**config.mk**
```make
export PLATFORM = sky130hd
export DESIGN_NAME = preemptive_priority_scheduler
export DESIGN_NICKNAME = d
export VERILOG_FILES = /design/src/hw/rtl/pps_pkg.sv /design/src/hw/rtl/pps_ram.sv /design/src/hw/rtl/preemptive_priority_scheduler.sv
export VERILOG_INCLUDE_DIRS = /design/src /design/src/hw/rtl
export SDC_FILE = /design/constraint.sdc
export NUM_CORES = 2
export LEC_CHECK = 0
export ABC_CLOCK_PERIOD_IN_PS = 21100
export BUFFER_PORTS_ARGS = -buffer_cell sky130_fd_sc_hd__buf_2
export CORE_ASPECT_RATIO = 1.5
export CORE_UTILIZATION = 45
export CTS_CLUSTER_SIZE = 40
export DETAILED_ROUTE_END_ITERATION = 12
export REMOVE_ABC_BUFFERS = 1
export SLEW_MARGIN = 20
export SYNTH_ARGS = -nofsm -noshare
export SYNTH_HDL_FRONTEND = slang
export SYNTH_SLANG_ARGS = --single-unit
```
**constraint.sdc**
```tcl
create_clock -name i_clk -period 21.1 [get_ports i_clk]
set_input_delay 2.11 -clock i_clk [delete_from_list [all_inputs] [get_ports i_clk]]
set_output_delay 2.11 -clock i_clk [all_outputs]
set_load 0.03 [all_outputs]
```
**src/hw/rtl/assert_macros.svh**
```systemverilog
// Assertion macros for the RTL files; included by the scheduler top level.
// No dependencies; include by bare file name.
`ifndef ASSERT_MACROS_SVH
`define ASSERT_MACROS_SVH

// Same-cycle implication, disabled while reset is asserted.
`define ASSERT_IMPL(label, clk, rst_n, ante, cons) \
    label: assert property (@(posedge clk) disable iff (!rst_n) (ante) |-> (cons)) \
        else $error("same-cycle check failed");

// Next-cycle implication, disabled while reset is asserted.
`define ASSERT_NEXT(label, clk, rst_n, ante, cons) \
    label: assert property (@(posedge clk) disable iff (!rst_n) (ante) |=> (cons)) \
        else $error("next-cycle check failed");

`endif

```
**src/hw/rtl/pps_pkg.sv**
```systemverilog
// Package for the preemptive priority scheduler: widths, slot record, codes,
// compare and saturating-add helpers. No dependencies.
package pps_pkg;

    localparam int SLOTS_DEF = 16;
    localparam int ID_W      = 8;
    localparam int LEFT_W    = 16;
    localparam int PRIO_W    = 8;
    localparam int TIME_W    = 32;
    localparam int DONE_W    = 16;

    localparam logic OP_ADMIT = 1'b0;
    localparam logic OP_TICK  = 1'b1;

    // admit status: taken, or dropped on a full ready table
    localparam logic ST_ACCEPTED = 1'b0;
    localparam logic ST_FULL     = 1'b1;

    typedef struct packed {
        logic [ID_W-1:0]   id;
        logic [LEFT_W-1:0] left;
        logic [PRIO_W-1:0] prio;
        logic [TIME_W-1:0] arrival;
        logic              started;
        logic [TIME_W-1:0] age;
    } t_slot;

    localparam int SLOT_W = $bits(t_slot);

    // a beats b: lower prio, then less remaining burst, then older
    function automatic logic slot_better(input t_slot a, input t_slot b);
        logic res;
        if (a.prio != b.prio) begin
            res = (a.prio < b.prio);
        end else if (a.left != b.left) begin
            res = (a.left < b.left);
        end else begin
            res = (a.age < b.age);
        end
        return res;
    endfunction

    function automatic logic [TIME_W-1:0] sat_add32(input logic [TIME_W-1:0] a,
                                                    input logic [TIME_W-1:0] b);
        logic [TIME_W:0] s;
        s = {1'b0, a} + {1'b0, b};
        return s[TIME_W] ? {TIME_W{1'b1}} : s[TIME_W-1:0];
    endfunction

endpackage

```
**src/hw/rtl/pps_ram.sv**
```systemverilog
// Generic single-write, single-read RAM with registered read data.
// Depends on pps_pkg for parameter defaults only.
module pps_ram #(
    parameter int WIDTH = pps_pkg::SLOT_W,
    parameter int DEPTH = pps_pkg::SLOTS_DEF
) (
    input  logic                     i_clk,
    input  logic                     i_we,
    input  logic [$clog2(DEPTH)-1:0] i_waddr,
    input  logic [WIDTH-1:0]         i_wdata,
    input  logic [$clog2(DEPTH)-1:0] i_raddr,
    output logic [WIDTH-1:0]         o_rdata
);

    logic [WIDTH-1:0] r_mem [DEPTH];
    logic [WIDTH-1:0] r_rdata;

    always_ff @(posedge i_clk) begin
        if (i_we) begin
            r_mem[i_waddr] <= i_wdata;
        end
        r_rdata <= r_mem[i_raddr];
    end

    assign o_rdata = r_rdata;

endmodule

```
**src/hw/rtl/preemptive_priority_scheduler.sv**
```systemverilog
// Preemptive priority scheduler top level: ready table, sequencer, statistics.
// Depends on pps_pkg, pps_ram and assert_macros.svh.
//
//  channel  | handshake                  | payload
//  ---------+----------------------------+------------------------------------------
//  input    | i_in_valid / o_in_ready    | i_op, i_task_id, i_burst, i_prio
//  result   | o_res_valid / i_res_ready  | o_status, o_run_*, o_done_*, o_sum_*,
//           |                            | o_done_count, o_now
//
// Sequencing: an admit word probes for the lowest free slot, one slot per
// cycle; a tick word runs the best-task scan that reads one ready-table entry
// per cycle from the slot RAM into one comparator.
// Reset: i_rst_n synchronous, active low; clears slot valid bits, the running
// task, time, sums and the sequencer. The slot RAM itself is never cleared.
// Stalls: o_in_ready is high only while the sequencer idles; a result waits in
// the output register and the next word is taken meanwhile. A finished word
// holds in the emit step until the output register is free.
module preemptive_priority_scheduler #(
    parameter int SLOTS = pps_pkg::SLOTS_DEF
) (
    input  logic                      i_clk,
    input  logic                      i_rst_n,
    // input channel
    input  logic                      i_in_valid,
    output logic                      o_in_ready,
    input  logic                      i_op,
    input  logic [pps_pkg::ID_W-1:0]  i_task_id,
    input  logic [pps_pkg::LEFT_W-1:0] i_burst,
    input  logic [pps_pkg::PRIO_W-1:0] i_prio,
    // result channel
    output logic                      o_res_valid,
    input  logic                      i_res_ready,
    output logic                      o_status,
    output logic                      o_run_valid,
    output logic [pps_pkg::ID_W-1:0]  o_run_id,
    output logic                      o_done_valid,
    output logic [pps_pkg::ID_W-1:0]  o_done_id,
    output logic [pps_pkg::TIME_W-1:0] o_sum_waiting,
    output logic [pps_pkg::TIME_W-1:0] o_sum_response,
    output logic [pps_pkg::TIME_W-1:0] o_sum_turnaround,
    output logic [pps_pkg::DONE_W-1:0] o_done_count,
    output logic [pps_pkg::TIME_W-1:0] o_now
);

    localparam int IW = $clog2(SLOTS);
    localparam int CW = $clog2(SLOTS + 1);
    localparam logic [IW-1:0] LAST_IDX = IW'(SLOTS - 1);

    // sequencer states
    localparam logic [3:0] S_IDLE   = 4'd0;
    localparam logic [3:0] S_ASCAN  = 4'd1;  // probe for lowest free slot
    localparam logic [3:0] S_DONE   = 4'd2;  // check running task for completion
    localparam logic [3:0] S_DADD   = 4'd3;  // retire it, add turnaround
    localparam logic [3:0] S_SCAN   = 4'd4;  // issue slot reads
    localparam logic [3:0] S_DRAIN  = 4'd5;  // compare last read
    localparam logic [3:0] S_COMMIT = 4'd6;  // dispatch or preempt
    localparam logic [3:0] S_RUN    = 4'd7;  // run one unit, waiting sum
    localparam logic [3:0] S_RESP   = 4'd8;  // response sum
    localparam logic [3:0] S_EMIT   = 4'd9;  // load output register

    logic [3:0]                  r_state;
    logic [SLOTS-1:0]            r_used;
    logic [CW-1:0]               r_count;
    logic [IW-1:0]               r_idx;
    logic [IW-1:0]               r_pidx;
    logic                        r_pv;
    logic                        r_found;
    logic [IW-1:0]               r_best_idx;
    pps_pkg::t_slot              r_best;
    pps_pkg::t_slot              r_cur;
    logic                        r_cur_busy;
    logic [pps_pkg::TIME_W-1:0]  r_now;
    logic [pps_pkg::TIME_W-1:0]  r_seq;
    logic [pps_pkg::TIME_W-1:0]  r_acc_waiting;
    logic [pps_pkg::TIME_W-1:0]  r_acc_response;
    logic [pps_pkg::TIME_W-1:0]  r_acc_turnaround;
    logic [pps_pkg::DONE_W-1:0]  r_acc_done;

    // captured word and per-word results
    logic                        r_op;
    logic [pps_pkg::ID_W-1:0]    r_in_id;
    logic [pps_pkg::LEFT_W-1:0]  r_in_burst;
    logic [pps_pkg::PRIO_W-1:0]  r_in_prio;
    logic                        r_res_status;
    logic                        r_res_run_valid;
    logic [pps_pkg::ID_W-1:0]    r_res_run_id;
    logic                        r_res_done_valid;
    logic [pps_pkg::ID_W-1:0]    r_res_done_id;
    logic [pps_pkg::TIME_W-1:0]  r_diff;
    logic                        r_resp_pend;

    // output register
    logic                        r_o_valid;
    logic                        r_o_status;
    logic                        r_o_run_valid;
    logic [pps_pkg::ID_W-1:0]    r_o_run_id;
    logic                        r_o_done_valid;
    logic [pps_pkg::ID_W-1:0]    r_o_done_id;
    logic [pps_pkg::TIME_W-1:0]  r_o_sum_waiting;
    logic [pps_pkg::TIME_W-1:0]  r_o_sum_response;
    logic [pps_pkg::TIME_W-1:0]  r_o_sum_turnaround;
    logic [pps_pkg::DONE_W-1:0]  r_o_done_count;
    logic [pps_pkg::TIME_W-1:0]  r_o_now;

    // slot RAM ports
    logic                        w_we;
    logic [IW-1:0]               w_waddr;
    pps_pkg::t_slot              w_wdata;
    pps_pkg::t_slot              w_rd;
    pps_pkg::t_slot              w_admit_rec;
    logic                        w_take;
    logic                        w_out_free;
    logic                        w_last;
    logic                        w_emit;
    logic                        w_dispatch;

    pps_ram #(
        .WIDTH (pps_pkg::SLOT_W),
        .DEPTH (SLOTS)
    ) u_slot_ram (
        .i_clk   (i_clk),
        .i_we    (w_we),
        .i_waddr (w_waddr),
        .i_wdata (w_wdata),
        .i_raddr (r_idx),
        .o_rdata (w_rd)
    );

    assign w_last     = (r_idx == LAST_IDX);
    assign w_out_free = !r_o_valid || i_res_ready;
    assign o_in_ready = (r_state == S_IDLE);
    assign w_emit     = (r_state == S_EMIT) && w_out_free;

    // dispatch when idle; preempt on a more urgent task or same prio and shorter rest
    assign w_take = r_found &&
                    (!r_cur_busy ||
                     (r_best.prio < r_cur.prio) ||
                     ((r_best.prio == r_cur.prio) && (r_best.left < r_cur.left)));

    // dispatch onto an idle processor: the chosen slot is released
    assign w_dispatch = (r_state == S_COMMIT) && w_take && !r_cur_busy;

    always_comb begin
        w_admit_rec.id      = r_in_id;
        w_admit_rec.left    = r_in_burst;
        w_admit_rec.prio    = r_in_prio;
        w_admit_rec.arrival = r_now;
        w_admit_rec.started = 1'b0;
        w_admit_rec.age     = r_seq;
    end

    // Write the admitted task into the free slot, or park the preempted task
    // in the slot its successor leaves.
    always_comb begin
        w_we    = 1'b0;
        w_waddr = r_idx;
        w_wdata = w_admit_rec;
        if (r_state == S_ASCAN && !r_used[r_idx]) begin
            w_we = 1'b1;
        end else if (r_state == S_COMMIT && w_take && r_cur_busy) begin
            w_we    = 1'b1;
            w_waddr = r_best_idx;
            w_wdata = r_cur;
        end
    end

    // control, task state and sums
    always_ff @(posedge i_clk) begin
        if (!i_rst_n) begin
            r_state          <= S_IDLE;
            r_used           <= '0;
            r_count          <= '0;
            r_idx            <= '0;
            r_pv             <= 1'b0;
            r_found          <= 1'b0;
            r_best_idx       <= '0;
            r_best           <= '0;
            r_cur            <= '0;
            r_cur_busy       <= 1'b0;
            r_now            <= '0;
            r_seq            <= '0;
            r_acc_waiting    <= '0;
            r_acc_response   <= '0;
            r_acc_turnaround <= '0;
            r_acc_done       <= '0;
            r_o_valid        <= 1'b0;
        end else begin
            // read data of a scan slot arrives in the cycle after its address
            r_pv <= (r_state == S_SCAN);
            // load on emit, drop once the receiver takes the word
            r_o_valid <= w_emit || (r_o_valid && !i_res_ready);

            // one comparator, one slot per cycle, in the cycle after the read
            if (r_pv && r_used[r_pidx] &&
                (!r_found || pps_pkg::slot_better(w_rd, r_best))) begin
                r_found    <= 1'b1;
                r_best_idx <= r_pidx;
                r_best     <= w_rd;
            end

            unique case (r_state)
                S_IDLE: begin
                    if (i_in_valid) begin
                        r_idx   <= '0;
                        r_state <= (i_op == pps_pkg::OP_TICK) ? S_DONE : S_ASCAN;
                    end
                end
                S_ASCAN: begin
                    if (!r_used[r_idx]) begin
                        r_used[r_idx] <= 1'b1;
                        r_count       <= r_count + CW'(1);
                        r_seq         <= r_seq + 32'd1;
                        r_state       <= S_EMIT;
                    end else if (w_last) begin
                        r_state <= S_EMIT;
                    end else begin
                        r_idx <= r_idx + IW'(1);
                    end
                end
                S_DONE: begin
                    r_state <= S_DADD;
                end
                S_DADD: begin
                    if (r_res_done_valid) begin
                        r_acc_turnaround <= pps_pkg::sat_add32(r_acc_turnaround, r_diff);
                        if (r_acc_done != {pps_pkg::DONE_W{1'b1}}) begin
                            r_acc_done <= r_acc_done + 16'd1;
                        end
                        r_cur_busy <= 1'b0;
                    end
                    r_found <= 1'b0;
                    r_state <= S_SCAN;
                end
                S_SCAN: begin
                    if (w_last) begin
                        r_state <= S_DRAIN;
                    end else begin
                        r_idx <= r_idx + IW'(1);
                    end
                end
                S_DRAIN: begin
                    r_state <= S_COMMIT;
                end
                S_COMMIT: begin
                    if (w_take) begin
                        r_cur      <= r_best;
                        r_cur_busy <= 1'b1;
                        if (!r_cur_busy) begin
                            r_used[r_best_idx] <= 1'b0;
                            r_count            <= r_count - CW'(1);
                        end
                    end
                    r_state <= S_RUN;
                end
                S_RUN: begin
                    if (r_cur_busy) begin
                        if (r_cur.left != '0) begin
                            r_cur.left <= r_cur.left - 16'd1;
                        end
                        r_cur.started <= 1'b1;
                    end
                    r_acc_waiting <= pps_pkg::sat_add32(r_acc_waiting, 32'(r_count));
                    r_state       <= S_RESP;
                end
                S_RESP: begin
                    if (r_resp_pend) begin
                        r_acc_response <= pps_pkg::sat_add32(r_acc_response, r_diff);
                    end
                    r_state <= S_EMIT;
                end
                S_EMIT: begin
                    if (w_out_free) begin
                        if (r_op == pps_pkg::OP_TICK) begin
                            r_now <= r_now + 32'd1;
                        end
                        r_state <= S_IDLE;
                    end
                end
                default: begin
                    r_state <= S_IDLE;
                end
            endcase
        end
    end

    // captured word, per-word results, output payload
    always_ff @(posedge i_clk) begin
        unique case (r_state)
            S_IDLE: begin
                if (i_in_valid) begin
                    r_op             <= i_op;
                    r_in_id          <= i_task_id;
                    r_in_burst       <= i_burst;
                    r_in_prio        <= i_prio;
                    r_res_status     <= pps_pkg::ST_ACCEPTED;
                    r_res_run_valid  <= 1'b0;
                    r_res_run_id     <= '0;
                    r_res_done_valid <= 1'b0;
                    r_res_done_id    <= '0;
                end
            end
            S_ASCAN: begin
                if (r_used[r_idx] && w_last) begin
                    r_res_status <= pps_pkg::ST_FULL;
                end
            end
            S_DONE: begin
                r_res_done_valid <= r_cur_busy && (r_cur.left == '0);
                r_res_done_id    <= (r_cur_busy && (r_cur.left == '0)) ? r_cur.id : '0;
                r_diff           <= r_now - r_cur.arrival;
            end
            S_SCAN: begin
                r_pidx <= r_idx;
            end
            S_RUN: begin
                r_res_run_valid <= r_cur_busy;
                r_res_run_id    <= r_cur_busy ? r_cur.id : '0;
                r_resp_pend     <= r_cur_busy && !r_cur.started;
                r_diff          <= r_now - r_cur.arrival;
            end
            S_EMIT: begin
                if (w_out_free) begin
                    r_o_status         <= r_res_status;
                    r_o_run_valid      <= r_res_run_valid;
                    r_o_run_id         <= r_res_run_id;
                    r_o_done_valid     <= r_res_done_valid;
                    r_o_done_id        <= r_res_done_id;
                    r_o_sum_waiting    <= r_acc_waiting;
                    r_o_sum_response   <= r_acc_response;
                    r_o_sum_turnaround <= r_acc_turnaround;
                    r_o_done_count     <= r_acc_done;
                    r_o_now            <= r_now;
                end
            end
            default: begin
            end
        endcase
    end

    assign o_res_valid      = r_o_valid;
    assign o_status         = r_o_status;
    assign o_run_valid      = r_o_run_valid;
    assign o_run_id         = r_o_run_id;
    assign o_done_valid     = r_o_done_valid;
    assign o_done_id        = r_o_done_id;
    assign o_sum_waiting    = r_o_sum_waiting;
    assign o_sum_response   = r_o_sum_response;
    assign o_sum_turnaround = r_o_sum_turnaround;
    assign o_done_count     = r_o_done_count;
    assign o_now            = r_o_now;

`include "assert_macros.svh"

    // occupancy counter tracks the slot valid bits
    `ASSERT_IMPL(a_count_match, i_clk, i_rst_n, 1'b1, 32'(r_count) == $countones(r_used))
    // a dispatch onto an idle processor frees exactly one slot
    `ASSERT_NEXT(a_dispatch_frees, i_clk, i_rst_n, w_dispatch, r_count == $past(r_count) - CW'(1))
    // the completion count never goes backward
    `ASSERT_NEXT(a_done_mono, i_clk, i_rst_n, r_state != S_IDLE, r_acc_done >= $past(r_acc_done))
    // a free output register takes the result and the sequencer returns to idle
    `ASSERT_NEXT(a_emit_loads, i_clk, i_rst_n, w_emit, r_o_valid && r_state == S_IDLE)

endmodule
```
==> reports/qor.csv <==
stage;metric;value;unit
setup_path;Worst R2R End;u_slot_ram.r_mem[5][72];
power_and_ir_drop;Worst VDD drop;66.7;uV
clocking;Num CTS Buffers;212;
setup_path;Worst Setup End Kind;register;
drt;WL met1;89.4;mm
global_routing;initial antenna violation count;4;
setup_path;Critical Path Slowest Stage Cell;nor2_4;
setup_path;crit path cell chain;inv_1 -> ha_1 -> a21oi_1 -> nor2_1 -> or4_1 -> a211o_1 -> a41o_1 -> a211o_4 -> buf_4 -> a31oi_1 -> nor2_4 -> buf_4 -> buf_4;
setup_path;reg2reg path depth;13;
clocking;clock transition at the registers of the reported paths;70;ps
power_and_ir_drop;Power Density;106;nW/um^2
layout;fin util;50.9;%
clocking;TritonCTS clock tree;built;
sta;Least-Margin Pin Slew;1170;ps
floorplan;Die ar.;206000;sq um
sta;skew final;42.9;ps
layout;Net count, final;6126;
global_routing;largest net degree at the start of global routing;126;
sta;slew margin rel.;21.0;%
floorplan;chip height;556;microns
global_routing;GR Util All Layers;21.6;%
setup_path;CP arrival;7330;ps
setup_path;FF-to-FF setup slack;14250;ps
hold_path;Hold Crit Class;register to register;
synthesis;Syn Inst Count;5611;
placed_design;DP Wirelength;136;mm
clocking;CTS Sinks;2308;
floorplan;initial core utilization;45.2;%
synthesis;Avg Synthesized Cell Area;16.4;sq um
drt;met2 wire len;118;mm
setup_path;critical path fanouts, max;61;
setup_path;most frequent cell on the critical path;buf_4;
drt;routed wire length per instance;25.5;microns
layout;share of layout cells above drive strength 1;20.4;%
drt;Routed WL;223;mm
clocking;Post-CTS Hold Buffers;0;
synthesis;synthesized cell area;92100;sq um
sta;hold_ws;398;ps
synthesis;ys flop type;edfxtp_1;
placed_design;I/O Buffers;201;
setup_path;worst reg2reg path startpoint;r_cur[86];
clocking;H-tree Lvls;4;
synthesis;EDFF count, synth;1804;
synthesis;Synth Warn #;0;
clocking;clk root buf;clkbuf_16;
drt;Vias per Instance;5.73;
clocking;clk_lat worst skew;860;ps
sta;Hold Fails Final Rpt;0;
sta;unrepaired setup endpoints after global routing;no;
clocking;Max Buffers Root-to-Sink;4;
floorplan;IO Pins;202;
run;max-cap violation count;0;
global_routing;gr ovfl total;0;
drt;routed wl met3;9.86;mm
synthesis;synth unique cells;74;
clocking;post_cts resized;0;
placed_design;GP Congestion;0.882;
drt;top layer in use;met5;
sta;post-route minimum period;6850;ps
setup_path;WP data required;21580;ps
floorplan;Core ar.;204000;sq um
drt;Detail Route Antenna Nets;0;
clocking;post-CTS setup buffer count;0;
floorplan;DIE WIDTH;371;microns
layout;Syn-to-layout area delta;12.7;%
outcome;status;completed;
drt;DRT iter0 DRCs;3987;
sta;Fmax;146;MHz
setup_path;Worst path max stage delay;970;ps
setup_path;crit path capture;u_slot_ram.r_mem[5][72];
drt;DR vias;50025;
synthesis;Synth Register Bits;2308;
setup_path;Crit Path Class;register to register;
sta;Setup Viol. Count Final;0;
global_routing;first-pass GRT wire length;332;mm
power_and_ir_drop;Leak;0.0330;uW
sta;final setup TNS;0;ps
drt;Pre-antenna DRT Iters;5;
floorplan;num rows;203;
sta;Slew Viols, Final;0;
sta;Final Cycle Share;32.5;%
global_routing;vias in the first global route;51300;
setup_path;Critical path origin;r_cur[86];
synthesis;sequential area share after synthesis;69.8;%
synthesis;asr flop ratio synth;0;%
drt;post-route DRC violation count;0;
setup_path;Startpoint Class;register;
-- worst min path at each step --
stage | startpoint | end | slack [ps] | cells after the start
6_report | r_res_run_valid | o_run_valid | 400 | 0
5_1_grt | r_res_run_valid | o_run_valid | 420 | 0
4_1_cts | r_res_run_valid | o_run_valid | 400 | 0
3_5_place_dp | r_res_run_id[2] | o_run_id[2] | 400 | 0
3_3_place_gp | r_res_run_id[7] | o_run_id[7] | 400 | 0
2_1_floorplan | r_res_done_id[0] | o_done_id[0] | 400 | 0
-- routing by layer --
layer / track usage, % / vias to the layer above
met5: 0 / -
met4: 6.11 / 4
met3: 2.33 / 350
met2: 39.2 / 1389
met1: 27.1 / 25975
li1: - / 22307
-- state kept, by name, summed over array words and instances (netlist names), 32 cells and up --
signal / count
u_slot_ram.r_mem: 1552
r_best: 97
r_cur: 97
u_slot_ram.o_rdata: 97
o_now: 32
o_sum_response: 32
o_sum_turnaround: 32
o_sum_waiting: 32
r_acc_response: 32
r_acc_turnaround: 32
r_acc_waiting: 32
r_diff: 32
r_now: 32
r_seq: 32
-- report_power, final --
group / switching (uW) / leakage (uW) / internal (uW)
registers: 177 / 0.0198 / 5280
logic: 925 / 0.00981 / 667
clock network: 1670 / 0.00341 / 2230
-- synthesized netlist by cell type (67+ instances only) --
cell type	n	area (sq um)
clkbuf_1	200	751
xor2_1	103	902
nand2_1	552	2070
nand3_1	83	415
a21oi_1	322	1610
dfxtp_1	504	10100
ha_1	189	2360
o21ai_0	219	1100
a21o_1	67	503
xnor2_1	78	683
mux4_2	495	11100
inv_1	168	631
edfxtp_1	1804	54200
mux2i_1	107	1070
nor2_1	175	657
-- kinds of logic after synthesis --
kind of cell,Yosys count,synth area share [%]
xor gates and xnor gates,181,1.72
DFF,2308,69.8
adders and majority gates,194,2.68
muxes,644,13.8
buffers and inverters,423,1.74
AOI/OAI and AO/OA,793,5.09
and+or+nand+nor,1068,5.20
-- final cells by class --
type	instances	area, sq um
clock inverter	109	1190
multi-input combinational	2880	26400
timing repair buffer	324	2000
sequential	2308	64300
fill	16679	100000
clock buffer	279	5840
antenna	3	7.51
tap	2665	3330
inverter	169	642
-- per-stage QoR --
| step | total power, uW | worst slack (ps) | cell area, sq um | cells |
|---|---|---|---|---|
| after floorplan | 6960 | -1670 | 91100 | 5357 |
| after global placement | 7150 | 14210 | 96700 | 8346 |
| after detailed placement | 7170 | 14190 | 96700 | 8346 |
| after CTS | 11100 | 14170 | 104000 | 8734 |
| after global routing | 11300 | 13870 | 104000 | 8735 |
| final | 11000 | 14250 | 104000 | 8737 |
-- layout by cell type, fill, tap and decap left out, drive strengths merged, types with 16 or more instances in the layout --
cell    count
nand2b     24
inv       176
clkbuf    279
nor2      178
nor4       16
and3       34
o21ai     220
dfxtp     504
mux2i     107
nand4      41
and2       37
bufinv     22
xor2      103
or3        16
clkinv     65
nand3      84
mux4      495
buf       324
nor3       32
a21o       67
ha        189
nand2     552
o21a       23
a31oi      26
nor2b      29
mux2       42
xnor2      78
a21oi     322
a211oi     23
edfxtp   1804
-- critical path: cells and delay by family, from the launching register on --
kind                     cells  cell delay, ps
AO/OA/AOI/OAI                5            2110
adder cells (fa/ha/maj)      1             310
buffers and inverters        4            2080
flip-flops                   1             430
AND/OR/NAND/NOR              3            1420
Note: power is estimated with default switching activity, not from simulation.
